File: src/rtl/core/ddo_pkg.sv
// shared types, constants and the cordic arctangent table for the odometry block
package ddo_pkg;

	localparam int CORDIC_STEPS_DEF = 16;
	localparam int TRIG_BITS_DEF    = 16;

	localparam int ATAN_ENTRIES = 24;

	localparam logic signed [31:0] CORDIC_K30 = 32'sd652032874;
	localparam logic [31:0] GAIN_RESET = 32'd151231243;

	typedef enum logic [1:0] {
		REG_START_X       = 2'd0,
		REG_START_Y       = 2'd1,
		REG_START_HEADING = 2'd2,
		REG_HEADING_GAIN  = 2'd3
	} cfg_reg_t;

	typedef enum logic [3:0] {
		ST_IDLE,
		ST_HMUL,
		ST_HEAD,
		ST_TRIG,
		ST_TWAIT,
		ST_XMUL,
		ST_XACC,
		ST_YACC,
		ST_EMIT
	} seq_state_t;

	// atan(2^-i) as a binary angle, 2^32 per turn
	function automatic logic [31:0] atan_turn(input logic [4:0] idx);
		logic [31:0] v;
		case (idx)
			5'd0:    v = 32'h20000000;
			5'd1:    v = 32'h12E4051E;
			5'd2:    v = 32'h09FB385B;
			5'd3:    v = 32'h051111D4;
			5'd4:    v = 32'h028B0D43;
			5'd5:    v = 32'h0145D7E1;
			5'd6:    v = 32'h00A2F61E;
			5'd7:    v = 32'h00517C55;
			5'd8:    v = 32'h0028BE53;
			5'd9:    v = 32'h00145F2F;
			5'd10:   v = 32'h000A2F98;
			5'd11:   v = 32'h000517CC;
			5'd12:   v = 32'h00028BE6;
			5'd13:   v = 32'h000145F3;
			5'd14:   v = 32'h0000A2FA;
			5'd15:   v = 32'h0000517D;
			5'd16:   v = 32'h000028BE;
			5'd17:   v = 32'h0000145F;
			5'd18:   v = 32'h00000A30;
			5'd19:   v = 32'h00000518;
			5'd20:   v = 32'h0000028C;
			5'd21:   v = 32'h00000146;
			5'd22:   v = 32'h000000A3;
			5'd23:   v = 32'h00000051;
			default: v = 32'h00000000;
		endcase
		return v;
	endfunction

endpackage

File: src/rtl/core/ddo_cordic.sv
// iterative cordic, one rotation step per cycle, gives rounded cos and sin of a binary angle
module ddo_cordic
	import ddo_pkg::*;
#(
	parameter int CORDIC_STEPS = CORDIC_STEPS_DEF,
	parameter int TRIG_BITS    = TRIG_BITS_DEF
) (
	input  logic                        clk,
	input  logic                        arst_n,
	input  logic                        start,
	input  logic [31:0]                 angle,
	output logic                        done,
	output logic signed [TRIG_BITS-1:0] cos_out,
	output logic signed [TRIG_BITS-1:0] sin_out
);

	localparam int CW = $clog2(CORDIC_STEPS + 1);
	localparam int SH = 31 - TRIG_BITS;
	localparam logic signed [32:0] RHALF = 33'(2 ** (SH - 1));
	localparam logic signed [32:0] LIM = 33'(2 ** (TRIG_BITS - 1) - 1);

	logic                        busy_q;
	logic                        done_q;
	logic [CW-1:0]               cnt_q;
	logic                        flip_q;
	logic signed [31:0]          x_q;
	logic signed [31:0]          y_q;
	logic signed [31:0]          z_q;
	logic signed [TRIG_BITS-1:0] cos_q;
	logic signed [TRIG_BITS-1:0] sin_q;

	logic signed [31:0]          xs;
	logic signed [31:0]          ys;
	logic signed [31:0]          at;
	logic                        last;
	logic                        start_flip;
	logic signed [TRIG_BITS-1:0] cr;
	logic signed [TRIG_BITS-1:0] sr;

	function automatic logic signed [TRIG_BITS-1:0] sat_round(input logic signed [31:0] v);
		logic signed [32:0] t;
		logic signed [32:0] r;
		t = 33'(v) + RHALF;
		r = t >>> SH;
		if (r > LIM) begin
			r = LIM;
		end else if (r < -LIM) begin
			r = -LIM;
		end
		return TRIG_BITS'(r);
	endfunction

	assign xs = x_q >>> cnt_q;
	assign ys = y_q >>> cnt_q;
	assign at = signed'(atan_turn(5'(cnt_q)));
	assign last = (cnt_q == CW'(CORDIC_STEPS));
	assign start_flip = angle[31] ^ angle[30];
	assign cr = sat_round(x_q);
	assign sr = sat_round(y_q);

	always_ff @(posedge clk or negedge arst_n) begin
		if (!arst_n) begin
			busy_q <= 1'b0;
			done_q <= 1'b0;
			cnt_q  <= '0;
		end else begin
			done_q <= 1'b0;
			if (start) begin
				busy_q <= 1'b1;
				cnt_q  <= '0;
			end else if (busy_q) begin
				if (last) begin
					busy_q <= 1'b0;
					done_q <= 1'b1;
				end else begin
					cnt_q <= cnt_q + CW'(1);
				end
			end
		end
	end

	always_ff @(posedge clk) begin
		if (start) begin
			flip_q <= start_flip;
			x_q    <= CORDIC_K30;
			y_q    <= '0;
			z_q    <= signed'(angle + {start_flip, 31'b0});
		end else if (busy_q) begin
			if (last) begin
				cos_q <= flip_q ? -cr : cr;
				sin_q <= flip_q ? -sr : sr;
			end else if (!z_q[31]) begin
				x_q <= x_q - ys;
				y_q <= y_q + xs;
				z_q <= z_q - at;
			end else begin
				x_q <= x_q + ys;
				y_q <= y_q - xs;
				z_q <= z_q + at;
			end
		end
	end

	assign done    = done_q;
	assign cos_out = cos_q;
	assign sin_out = sin_q;

endmodule

File: config.mk
export PLATFORM = sky130hd
export DESIGN_NAME = ddo_cordic
export DESIGN_NICKNAME = d
export VERILOG_FILES = /design/src/rtl/core/ddo_pkg.sv /design/src/rtl/core/ddo_cordic.sv
export SDC_FILE = /design/constraint.sdc
export NUM_CORES = 1
export LEC_CHECK = 0
export ABC_AREA = 1
export CORE_UTILIZATION = 25
export DETAILED_ROUTE_END_ITERATION = 7
export DONT_BUFFER_PORTS = 1
export SLEW_MARGIN = 20
export SYNTH_ARGS = -nofsm -noshare
export SYNTH_HDL_FRONTEND = slang
export SYNTH_SLANG_ARGS = --single-unit
File: constraint.sdc
create_clock -name clk -period 5.1 [get_ports clk]
set_input_delay 1.02 -clock clk [delete_from_list [all_inputs] [get_ports clk]]
set_output_delay 1.02 -clock clk [all_outputs]
set_load 0.02 [all_outputs]
* Yosys cells after proc, flatten, opt, wreduce, memory -nomap -nowiden
Memory sizes are Yosys's and may differ from the RTL's.
Index checks and enable logic that the tools add are counted.
** Word-level totals
- Memories :: 1
- Bits in read-only memories :: 960
- Input port bits :: 35
- Output and inout bits :: 33
- Register bits after elaboration :: 136
** Cells by class
- Shift operators :: 2
- Reductions and logical operators :: 4
- Muxes and demuxes :: 21
- $lt $le $gt $ge :: 4
- Add/subtract/negate cells :: 12
- Equal/unequal tests :: 2
- Bitwise operators :: 3
** Memory list
- (no name shown) :: words 32, width 30, read ports 1, clocked after memory_dff 0, write ports 0, RTL line ddo_pkg.sv:34 : case (idx)
** Operators by type and width (number)
- $mux W32 :: 6
- $add A32 B32 Y32 :: 4
- $mux W16 :: 6
- $sub A32 B32 Y32 :: 3
- $add A32 B16 Y33 const B :: 2
- $sshr A32 B5 Y32 :: 2
- $gt A18 B16 Y1 const B :: 2
- $lt A18 B16 Y1 const B :: 2
- $neg A16 Y16 :: 2
- $mux W5 :: 3
- $mux W1 :: 6
- $add A5 B1 Y5 const B :: 1
- $eq A5 B5 Y1 const B :: 1
- $reduce_and A2 Y1 :: 2
- $reduce_and A3 Y1 :: 1
- $ne A2 B2 Y1 const B :: 1
- $not A1 Y1 :: 2
- $reduce_bool A2 Y1 :: 1
- $xor A1 B1 Y1 :: 1

* Logic depth before layout (Yosys ltp)
Gate-level depths: netlist (run 1).
- Depth after elaboration :: 6
- Mapped depth :: 42
- Gate-level depth less buffers :: 40

* Worst setup path after synthesis (run 1)
OpenSTA, ideal clock, no wires.
- Path type :: input port to flip-flop
- From :: input start
- To :: register cos_q[0], in the netlist cos_out[0], enable pin
- Library setup time :: 0.501 ns
- Cell stages on the path :: 3
- Arrival :: 4.576 ns
- Buffers on the path :: 2
- Slack :: 0.023 ns
- Path through :: clkbuf_1 > clkbuf_1 > nor4_1
** Between the ends
- Longest elaborated chain between the ends :: 2
** Ends and longest elaborated chain
- start: declaration :: RTL line ddo_cordic.sv:10 : input logic start,
- $not A1 Y1 (no line)
- $reduce_and A3 Y1 (no line)
- end signal: assignment :: RTL line ddo_cordic.sv:90 : cos_q <= flip_q ? -cr : cr;
- end: declaration :: RTL line ddo_cordic.sv:29 : logic signed [TRIG_BITS-1:0] cos_q;
No other way between the ends.
A chain may end at the register's enable or synchronous reset.

* Worst setup path in the final report (run 1)
- From :: register cnt_q[2]
- To :: register y_q[31]
** Between the ends
- Longest elaborated chain between the ends :: 3
** Ends and longest elaborated chain
- start: declaration :: RTL line ddo_cordic.sv:24 : logic [CW-1:0] cnt_q;
- start signal: assignment :: RTL line ddo_cordic.sv:76 : cnt_q <= cnt_q + CW'(1);
- $sshr A32 B5 Y32 / $eq A5 B5 Y1 (equally long branches) :: RTL line ddo_cordic.sv:53, ddo_cordic.sv:56
- $add A32 B32 Y32 (tied with other cells) :: RTL line ddo_cordic.sv:94 : y_q <= y_q + xs;
- $mux W32 / $reduce_and A2 Y1 (equally long branches)
- end signal: assignment :: RTL line ddo_cordic.sv:94
- end signal: assignment :: RTL line ddo_cordic.sv:98 : y_q <= y_q - xs;
- end: declaration :: RTL line ddo_cordic.sv:27 : logic signed [31:0] y_q;
Parallel ways exist; a longest one is shown, timed or not.

==> results of run 1 <==
[area by class of cell]
cell class,count,area (um2)
multi-input combinational,2516,13200
inverter,374,1410
fill,8277,52900
sequential,136,3410
tap,959,1200
clock buffer,20,447
clock inverter,12,129
timing repair buffer,91,758
[layer usage]
layer | up-vias | share of wire (%)
li1 | 10227 | -
met1 | 8842 | 47
met2 | 557 | 45
met3 | 89 | 5.2
met4 | 0 | 2.6
met5 | - | 0
[cell usage after synthesis, types with 8 or more instances]
master and number:
nand2_1 966, nand3_1 405, inv_1 358, nor2_1 287, a21oi_1 176, o21ai_0 127, ha_1 113, xor2_1 100
edfxtp_1 65, dfxtp_1 64, xnor2_1 54, clkbuf_1 41, buf_2 39, nor3_1 27, nand2_2 23, a31oi_1 22
nand4_1 22, nor2_2 22, or2_2 20, buf_6 18, buf_1 15, inv_2 14, nand3_2 14, a21o_1 13
o21ai_1 11, o22ai_1 11, a21boi_0 10, o221ai_1 10, buf_4 9, o211ai_1 8
[what timing repair did]
| action | 4_1_cts | 5_1_grt |
|---|---|---|
| buffers inserted | 0 | 2 |
| setup endpoints to repair | 0 | 28 |
| resized for setup | 0 | 33 |
[cells by family (layout without fill, tap and decap cells)]
kind of cell    Yosys count  after routing  synth area share [%]
xor+xnor                155            155                  7.31
fa+ha+maj               116            116                  7.90
compound gates          431            431                  13.3
flops                   136            136                  18.3
buf+inv                 498            497                  11.3
simple gates           1814           1814                  42.0
[sequential cells by signal, summed over array words and instances, names as in the netlist]
register / cells
busy_q: 1
cos_out: 16
z_q: 32
flip_q: 1
sin_out: 16
y_q: 32
cnt_q: 5
done: 1
x_q: 32
[final timing paths]
path,cells after the start,start,end,slack (ns)
max,29,cnt_q[2],y_q[31],0.42
min,0,arst_n,done,0.22
max reg2reg,29,cnt_q[2],y_q[31],0.42
min reg2reg,2,y_q[0],y_q[0],0.51
max in group asynchronous,0,arst_n,cnt_q[0],4.80
min in group clk,2,y_q[0],y_q[0],0.51
[per-stage QoR]
step	hold slack, ns	utilization (%)	cell area (um2)	power (mW)
2_1_floorplan	0.469	-	18700	11.7
6_report	0.218	28.0	20600	16.3
4_1_cts	0.177	27.9	20500	16.2
5_1_grt	0.201	28.0	20600	18.2
3_5_place_dp	0.496	27.1	19900	14.8
3_3_place_gp	0.490	27.1	19900	14.8
[cells in the final DEF, fill, tap and decap left out, drive strengths merged]
master	count
o41ai	1
o211ai	8
o21bai	6
o211a	1
o22ai	11
buf	91
a21o	13
o2111ai	1
nand2	996
clkbuf	20
and3	1
o21ai	147
a211oi	1
fa	3
o21a	7
o31ai	7
a2111oi	2
nor2	312
o221ai	10
a21boi	10
xor2	101
a31oi	22
inv	372
ha	113
a22o	1
a21oi	180
or2	21
nand3	419
clkinvlp	5
dfrtp	7
dfxtp	64
nor3	32
nor4	7
nand3b	4
edfxtp	65
clkinv	7
a221oi	3
nand4	22
bufinv	2
xnor2	54
[power by group]
| part | total [mW] | switching, mW | internal [mW] |
|---|---|---|---|
| clock | 1.28 | 0.549 | 0.726 |
| combinational | 12.9 | 8.08 | 4.85 |
| sequential | 2.11 | 0.438 | 1.67 |
==> metrics.md, run 1 <==
| Metric | Value |
|---|---|
| CTS sink count | `136` |
| Via/cell ratio | `4.80` |
| Critical Path AT | `5.12 ns` |
| Antenna violations before repair | `0` |
| Maximum vdd drop | `318 uV` |
| Die height | `275 um` |
| CTS buffer count | `17` |
| Final Net Count | `3,287` |
| Setup WS post-layout | `0.416 ns` |
| Main flop type after synthesis | `edfxtp_1` |
| Final Cycle Share | `91.9%` |
| Residual DRC count | `0` |
| RSZ-0062 raised after global routing | `true` |
| Starting density of the core | `25.4%` |
| IO Port Bufs | `0` |
| HP Class | `input pin to async pin` |
| ANT cells | `0` |
| Final cell count without fillers | `4,108` |
| Max Cap Viol | `0` |
| DP HPWL | `48,300 um` |
| GRT Util Overall | `16.1%` |
| Cell leakage power | `10.5 nW` |
| GR peak layer | `met2` |
| Most used cell, CP | `nand2_1` |
| Cell count after synthesis | `3,150` |
| Max Clk Rate | `0.213 GHz` |
| Number of flops mapped to enable cells by yosys | `65` |
| Slowest stage delay, CP | `0.52 ns` |
| # rows | `99` |
| GRT overflow | `0` |
| Cell Area, Synth | `18,700 um2` |
| Run status | `finished clean` |
| Fin. max-slew vios | `0` |
| CTS tree | `built` |
| Root Driver | `clkbuf_16` |
| DRT Wirelength | `60,900 um` |
| Final GP Congestion | `0.951` |
| Largest net degree at the start of global routing | `87` |
| Dpl cells | `4,074` |
| Share of layout cells above drive strength 1 | `8.26%` |
| Syn Nets | `3,301` |
| Pwr dens | `793 nW/um2` |
| Crit end category | `flip-flop` |
| Synth area leaders | `nand2_1 (19%), nand3_1 (11%), edfxtp_1 (10%)` |
| Crit path kind | `flip-flop to flip-flop` |
| Global-route met3 utilization | `2.23%` |
| Clock slew at reported path FFs | `0.06 ns` |
| Die X | `275 um` |
| Slew HR | `28.1%` |
| Clock latency on the worst-skew pair | `0.50 ns` |
| Setup slack at placement | `0.0536 ns` |
| Async SR Flop Fraction | `5.15%` |
| Syn_area_per_cell | `5.92 um2` |
| Synth warnings | `0` |
| First-pass GRT wire length | `97,100 um` |
| Synth cell types | `62` |
| Hold Vio Cnt, Final | `0` |
| Drt wl/cell | `14.8 um` |
| Delay-heaviest family, CP | `simple AND/OR/NAND/NOR gates` |
| Hold buffers post-CTS | `0` |
| P&R area growth vs syn | `10.2%` |
| DR pass1 iterations | `5` |
| DR iter-0 viols | `1,515` |
| Vias in the first global route | `18,391` |
| Core area | `73,500 um2` |
| CP Data Required Time | `5.53 ns` |
| I/O pins | `68` |
| Crit path buffers/inverters | `7` |
| Slew @ Worst Pin | `1.08 ns` |
| Final worst path period need | `4.68 ns` |
| Register area share after synthesis | `18.3%` |
| H-tree levels | `4` |
| CTS Buffer Depth | `2` |
| Crit Path Max Fanout | `48` |
| Synth Register Bits | `136` |
| DIE AREA | `75,700 um2` |
| GR Util met1 | `21.4%` |
| Antenna Nets Post-Route | `0` |
| Total Neg Setup Slack | `0 ns` |
| Slowest cell on crit path | `dfrtp_2` |
| Met2 Resource Use GR | `26.6%` |
| Setup-violating endpoint count in the final report | `0` |
| Most area-hungry cell type in the Yosys netlist | `nand2_1` |
| Yosys top cell area share | `19.4%` |
| Via count | `19,715` |
| Critical Path Start Type | `flip-flop` |
| Clock skew | `0.0181 ns` |
Note: power is estimated with default switching activity, not from simulation.
==> inputs of run 2 (changes only) <==
==> constraint.sdc (replaced) <==
create_clock -name clk -period 5.1 [get_ports clk]
set_input_delay 0.255 -clock clk [delete_from_list [all_inputs] [get_ports clk]]
set_output_delay 0.255 -clock clk [all_outputs]
set_load 0.02 [all_outputs]
==> run 2 against run 1 <==
Effect of this change: combinational power hardly changed; wire length is 0.96% higher; sequential cell count stayed put; fmax is 1.6% lower; non-clock buffer count is 30 higher; first-iteration DRC count is 6.1% lower; global-route usage is 0.15 points higher.
==> metrics.md, run 2 (synthesis results as in run 1) <==
| Metric | Value |
|---|---|
| Run status | `finished clean` |
| Switching portion of total power | `55.4%` |
| NetSw | `9.05 mW` |
| Fill count | `8,276` |
| Die X | `275 um` |
| Cell leakage power | `10.7 nW` |
| HP Class | `input pin to flip-flop` |
| GRT Util Overall | `16.3%` |
| Clock network fraction of total power | `8.0%` |
| Clock latency on the worst-skew pair | `0.47 ns` |
| Most frequent cells in the layout | `nand2_1 (966), nand3_1 (405), inv_1 (356)` |
| Regs by FF count | `x_q: 32 flops, y_q: 32 flops, z_q: 32 flops` |
| Setup-violating endpoint count in the final report | `0` |
| GR peak layer | `met2` |
| Final Cycle Share | `93.3%` |
| Max Clk Rate | `0.210 GHz` |
| Starting density of the core | `25.4%` |
| CTS buffer count | `17` |
| Slowest cell on crit path | `dfrtp_2` |
| Area post-placement | `19,900 um2` |
| DRT Wirelength | `61,500 um` |
| First-pass GRT wire length | `98,100 um` |
| P&R area growth vs syn | `11.9%` |
| Core area | `73,500 um2` |
| GRT overflow | `0` |
| Slew @ Worst Pin | `1.05 ns` |
| Reg-to-reg slack, setup | `0.34 ns` |
| CTS tree | `built` |
| Delay-heaviest family, CP | `simple AND/OR/NAND/NOR gates` |
| Sequential power share | `12.9%` |
| Crit Path Max Fanout | `28` |
| Antenna violations before repair | `1` |
| Maximum vdd drop | `288 uV` |
| Share of layout cells above drive strength 1 | `8.21%` |
| # rows | `99` |
| Crit path buffers/inverters | `6` |
| DR iter-0 viols | `1,423` |
| Via/cell ratio | `4.82` |
| Largest net degree at the start of global routing | `73` |
| DR pass1 iterations | `6` |
| IO Port Bufs | `0` |
| Met2 Resource Use GR | `27.3%` |
| CTS sink count | `136` |
| Commonest non-fill, non-tap cell in the layout | `nand2_1` |
| Hold Vio Cnt, Final | `0` |
| Design area | `20,900 um2` |
| Crit end category | `flip-flop` |
| Slew HR | `29.9%` |
| Final GP Congestion | `0.947` |
| Antenna Nets Post-Route | `0` |
| Comb power frac | `79.2%` |
| CP Data Required Time | `5.50 ns` |
| I/O pins | `68` |
| CTS Buffer Depth | `2` |
| Final worst path period need | `4.76 ns` |
| Total power | `16.4 mW` |
| Die height | `275 um` |
| Via count | `19,932` |
| Setup WS post-layout | `0.339 ns` |
| Clock slew at reported path FFs | `0.06 ns` |
| Critical Path AT | `5.16 ns` |
| Max Cap Viol | `0` |
| Critical Path Start Type | `flip-flop` |
| Clock skew | `0.0163 ns` |
| Final Net Count | `3,317` |
| ANT cells | `0` |
| DIE AREA | `75,700 um2` |
| H-tree levels | `4` |
| Most used cell, CP | `nand3_1` |
| Slowest stage delay, CP | `0.48 ns` |
| Crit path kind | `flip-flop to flip-flop` |
| RSZ-0062 raised after global routing | `true` |
| Drt wl/cell | `14.9 um` |
| Residual DRC count | `0` |
| GR Util met1 | `21.5%` |
| Global-route met3 utilization | `2.91%` |
| DP HPWL | `47,900 um` |
| Pwr dens | `783 nW/um2` |
| WHS | `0.0239 ns` |
| Root Driver | `clkbuf_16` |
| Int Power | `7.30 mW` |
| Vias in the first global route | `18,307` |
| Setup slack at placement | `-0.0221 ns` |
| Fin. max-slew vios | `0` |
## run 2: cell count changes in the layout (fill, tap and decap cells not counted), moves of 2 or more
| cell | before | now |
|---|---|---|
| nor3_2 | 3 | 5 |
| o21ai_1 | 18 | 16 |
| dlygate4sd3_1 | 0 | 29 |
| buf_8 | 3 | 1 |
## run 2: worst paths after layout
check	start	endpoint	cells after the start
min in group asynchronous	arst_n	done	1
max reg2reg	cnt_q[1]	y_q[31]	32
min	start	y_q[14]	3
min reg2reg	y_q[0]	y_q[0]	2
max in group asynchronous	arst_n	cnt_q[1]	1
max	cnt_q[1]	y_q[31]	32
## run 2: area by class of cell
type / instances / area [um2] / area share, %
Clock buffer: 19 / 433 / 2.07
Clock inverter: 13 / 155 / 0.743
Inverter: 374 / 1410 / 6.76
Multi-Input combinational cell: 2516 / 13200 / 63.2
Sequential cell: 136 / 3410 / 16.3
Tap cell: 959 / 1200 / 5.75
Timing Repair Buffer: 121 / 1070 / 5.14
## run 2: through the flow
step           TNS, ns  instances  utilization [%]
6_report             0       4138             28.4
5_1_grt        -0.0227       4138             28.4
3_3_place_gp         0       4073             27.1
2_1_floorplan        0       3150                -
4_1_cts              0       4135             28.3
3_5_place_dp   -0.0221       4073             27.1
## run 2: tightest hold or removal path: stages
cell and delay [ns]:
a21oi_1 0.04, o21ai_0 0.09, inv_1 0.04
## run 2: power groups by stage
stage | Sequential (mW) | Clock [mW] | Combinational [mW]
floorplan | 1.92 | 0 | 9.79
global placement | 2.12 | 0 | 12.6
CTS | 2.10 | 1.35 | 12.8
global route | 2.14 | 1.39 | 14.7
finish | 2.10 | 1.30 | 12.9
detailed placement | 2.12 | 0 | 12.7
## run 2: what timing repair did
item | 4_1_cts | 5_1_grt
endpoints found under the setup margin | 1 | 21
hold buffers | 30 | 0
resized for setup | 1 | 28
endpoints found under the hold margin | 80 | 0
setup buffers | 0 | 3
cloned | 0 | 0
pin swaps | 0 | 1
## run 2: metal layers
metal	wire length [um]	vias to the layer above	part of all wire [%]
met1	28400	8990	46
met4	1090	0	1.8
met2	28400	569	46
met5	0	-	0
met3	3540	63	5.8
li1	-	10310	-
==> inputs of run 3 (changes only) <==
--- a/config.mk
+++ b/config.mk
@@ -9,6 +9,7 @@
 export CORE_UTILIZATION = 25
 export DETAILED_ROUTE_END_ITERATION = 7
 export DONT_BUFFER_PORTS = 1
+export PLACE_DENSITY = 0.5
 export SLEW_MARGIN = 20
 export SYNTH_ARGS = -nofsm -noshare
 export SYNTH_HDL_FRONTEND = slang
==> run 3 against run 2 <==
Effect of this change: non-clock buffer count grew 21; fmax increased by 0.13%; clock skew rose by 0.0033 ns; hold slack gained 0.038 ns; sequential power barely moved; sequential share of layout area is 0.21 points lower; highest routed layer unchanged.
==> metrics.md, run 3 (synthesis results as in run 1) <==
| Metric | Value |
|---|---|
| DR iter-0 viols | `1,490` |
| Area post-placement | `20,000 um2` |
| CTS buffer count | `17` |
| Final GP Congestion | `0.932` |
| Root Driver | `clkbuf_16` |
| Vias in the first global route | `18,695` |
| CTS Buffer Depth | `2` |
| Worst r2r src | `cnt_q[0]` |
| Final Net Count | `3,338` |
| CTS sink count | `136` |
| Reg-to-reg slack, setup | `0.35 ns` |
| Clock skew | `0.0196 ns` |
| ANT cells | `0` |
| Sequential power share | `12.6%` |
| Crit end category | `flip-flop` |
| Critical Path Start Type | `flip-flop` |
| Fin. max-slew vios | `0` |
| Max Cap Viol | `0` |
| Clock latency on the worst-skew pair | `0.50 ns` |
| Pwr dens | `781 nW/um2` |
| Core area | `73,500 um2` |
| Maximum vdd drop | `387 uV` |
| Starting density of the core | `25.4%` |
| Total power | `16.5 mW` |
| Switching portion of total power | `56.1%` |
| Drt wl/cell | `15.6 um` |
| Final Cycle Share | `93.2%` |
| First-pass GRT wire length | `102,000 um` |
| Run status | `finished clean` |
| Final worst path period need | `4.75 ns` |
| DR pass1 iterations | `5` |
| Setup-violating endpoint count in the final report | `0` |
| Via count | `19,872` |
| Post-layout util | `28.8%` |
| Register area | `3410 um2` |
| HP Start | `start` |
| DP HPWL | `50,800 um` |
| NetSw | `9.27 mW` |
| Slew @ Worst Pin | `1.00 ns` |
| GRT Util Overall | `17.1%` |
| Slew HR | `32.6%` |
| HP Class | `input pin to flip-flop` |
| Reg2reg path depth | `26` |
| Critical Path AT | `5.16 ns` |
| P&R area growth vs syn | `13.4%` |
| # rows | `99` |
| IO Port Bufs | `0` |
| H-tree levels | `4` |
| Comb power frac | `79.8%` |
| Hold Vio Cnt, Final | `0` |
| Regs by FF count | `x_q: 32 flops, y_q: 32 flops, z_q: 32 flops` |
| Design area | `21,200 um2` |
| Int Power | `7.26 mW` |
| GRT overflow | `0` |
| Cell leakage power | `10.8 nW` |
| Die X | `275 um` |
| Max Clk Rate | `0.210 GHz` |
| DIE AREA | `75,700 um2` |
| Hold depth | `3` |
| Worst flop-to-flop path endpoint | `y_q[30]` |
| Dpl cells | `4,083` |
| Clock network fraction of total power | `7.6%` |
| Commonest non-fill, non-tap cell in the layout | `nand2_1` |
| Final cell count without fillers | `4,159` |
| Largest net degree at the start of global routing | `81` |
| I/O pins | `68` |
| DRT Wirelength | `64,800 um` |
| Via/cell ratio | `4.78` |
| Clock slew at reported path FFs | `0.07 ns` |
| Residual DRC count | `0` |
| Multi-input logic area | `13,300 um2` |
| RSZ-0062 raised after global routing | `false` |
| CTS tree | `built` |
| Crit Path Max Fanout | `24` |
| Die height | `275 um` |
| Fill count | `8,304` |
| Crit path kind | `flip-flop to flip-flop` |
| Antenna violations before repair | `2` |
| Worst Hold Path EP | `z_q[4]` |
| Most frequent cells in the layout | `nand2_1 (962), nand3_1 (399), inv_1 (354)` |
| CP Data Required Time | `5.50 ns` |
| Share of layout cells above drive strength 1 | `9.25%` |
| Antenna Nets Post-Route | `0` |
run 3: changes by cell type in the layout (fill, tap and decap cells not counted), moves of 6 or more:
cell	previous run	this run
inv_6	0	6
nand3_2	14	20
nand3_1	405	399
dlygate4sd3_1	29	35
buf_4	82	94
run 3: per-stage QoR:
stage	hold slack [ns]	setup WS (ns)	setup TNS, ns
6_report	0.0616	0.346	0
5_1_grt	0.0457	0.00315	0
4_1_cts	0.0151	0.150	0
3_5_place_dp	-0.0403	-0.157	-0.157
3_3_place_gp	-0.0404	-0.104	-0.104
2_1_floorplan	-0.0406	0.154	0
run 3: power groups by stage:
stage                     sequential [mW]  combinational, mW  clock [mW]
after global routing                 2.12               15.0        1.35
after global placement               2.12               12.9           0
after floorplan                      1.92               9.79           0
after CTS                            2.09               13.0        1.31
after detailed placement             2.11               12.8           0
final                                2.08               13.2        1.26
run 3: how the worst max path moves through the flow:
stage               startpoint         end  slack, ns  cells after the start
floorplan             cnt_q[0]  cos_out[0]       0.15                      9
global placement      cnt_q[0]     y_q[31]      -0.10                     34
detailed placement    cnt_q[0]     y_q[31]      -0.16                     34
CTS                   cnt_q[0]     y_q[31]       0.15                     34
global route          cnt_q[0]     y_q[31]      0.003                     35
finish                cnt_q[0]     y_q[30]       0.35                     26
run 3: area by class of cell:
cell class / instances / share of cell area (%)
clock buffers: 17 / 2.01
clock inverters: 15 / 0.668
inverters: 374 / 6.66
multi-input cells: 2516 / 62.7
flip-flops and latches: 136 / 16.1
well taps: 959 / 5.67
repair buffers: 142 / 6.18
run 3: per-layer routing:
metal  global-route usage (%)  up-vias  part of all wire (%)
met4                     5.23        0                   2.3
met2                     28.6      439                    46
met5                        0        -                     0
li1                         -    10333                     -
met1                     22.6     9024                    48
met3                     2.28       76                   4.1
run 3: worst max-delay path, cell delays in order, from the launching register on:
cell	delay, ns
dfrtp_2	0.46
buf_12	0.14
clkbuf_16	0.20
nand2_1	0.09
nand3_1	0.09
nand3_1	0.16
nand3_1	0.11
nand3_1	0.19
nand3_2	0.15
nor2_1	0.15
nand2_1	0.09
o31ai_1	0.40
xor2_1	0.25
ha_1	0.31
a21o_1	0.22
a21oi_1	0.13
nand2_1	0.07
a31oi_1	0.27
o21ai_0	0.18
a31oi_1	0.30
o21ai_0	0.24
nand2_1	0.13
nand2_1	0.05
nand2_1	0.05
nand3_1	0.09
nand2_1	0.10
inv_1	0.04
run 3: timing repair:
action	4_1_cts	5_1_grt
gates cloned	0	2
pin swaps	0	10
setup buffers	0	6
resized for setup	2	45
endpoints found under the hold margin	88	0
endpoints found under the setup margin	1	25
hold buffers	36	0
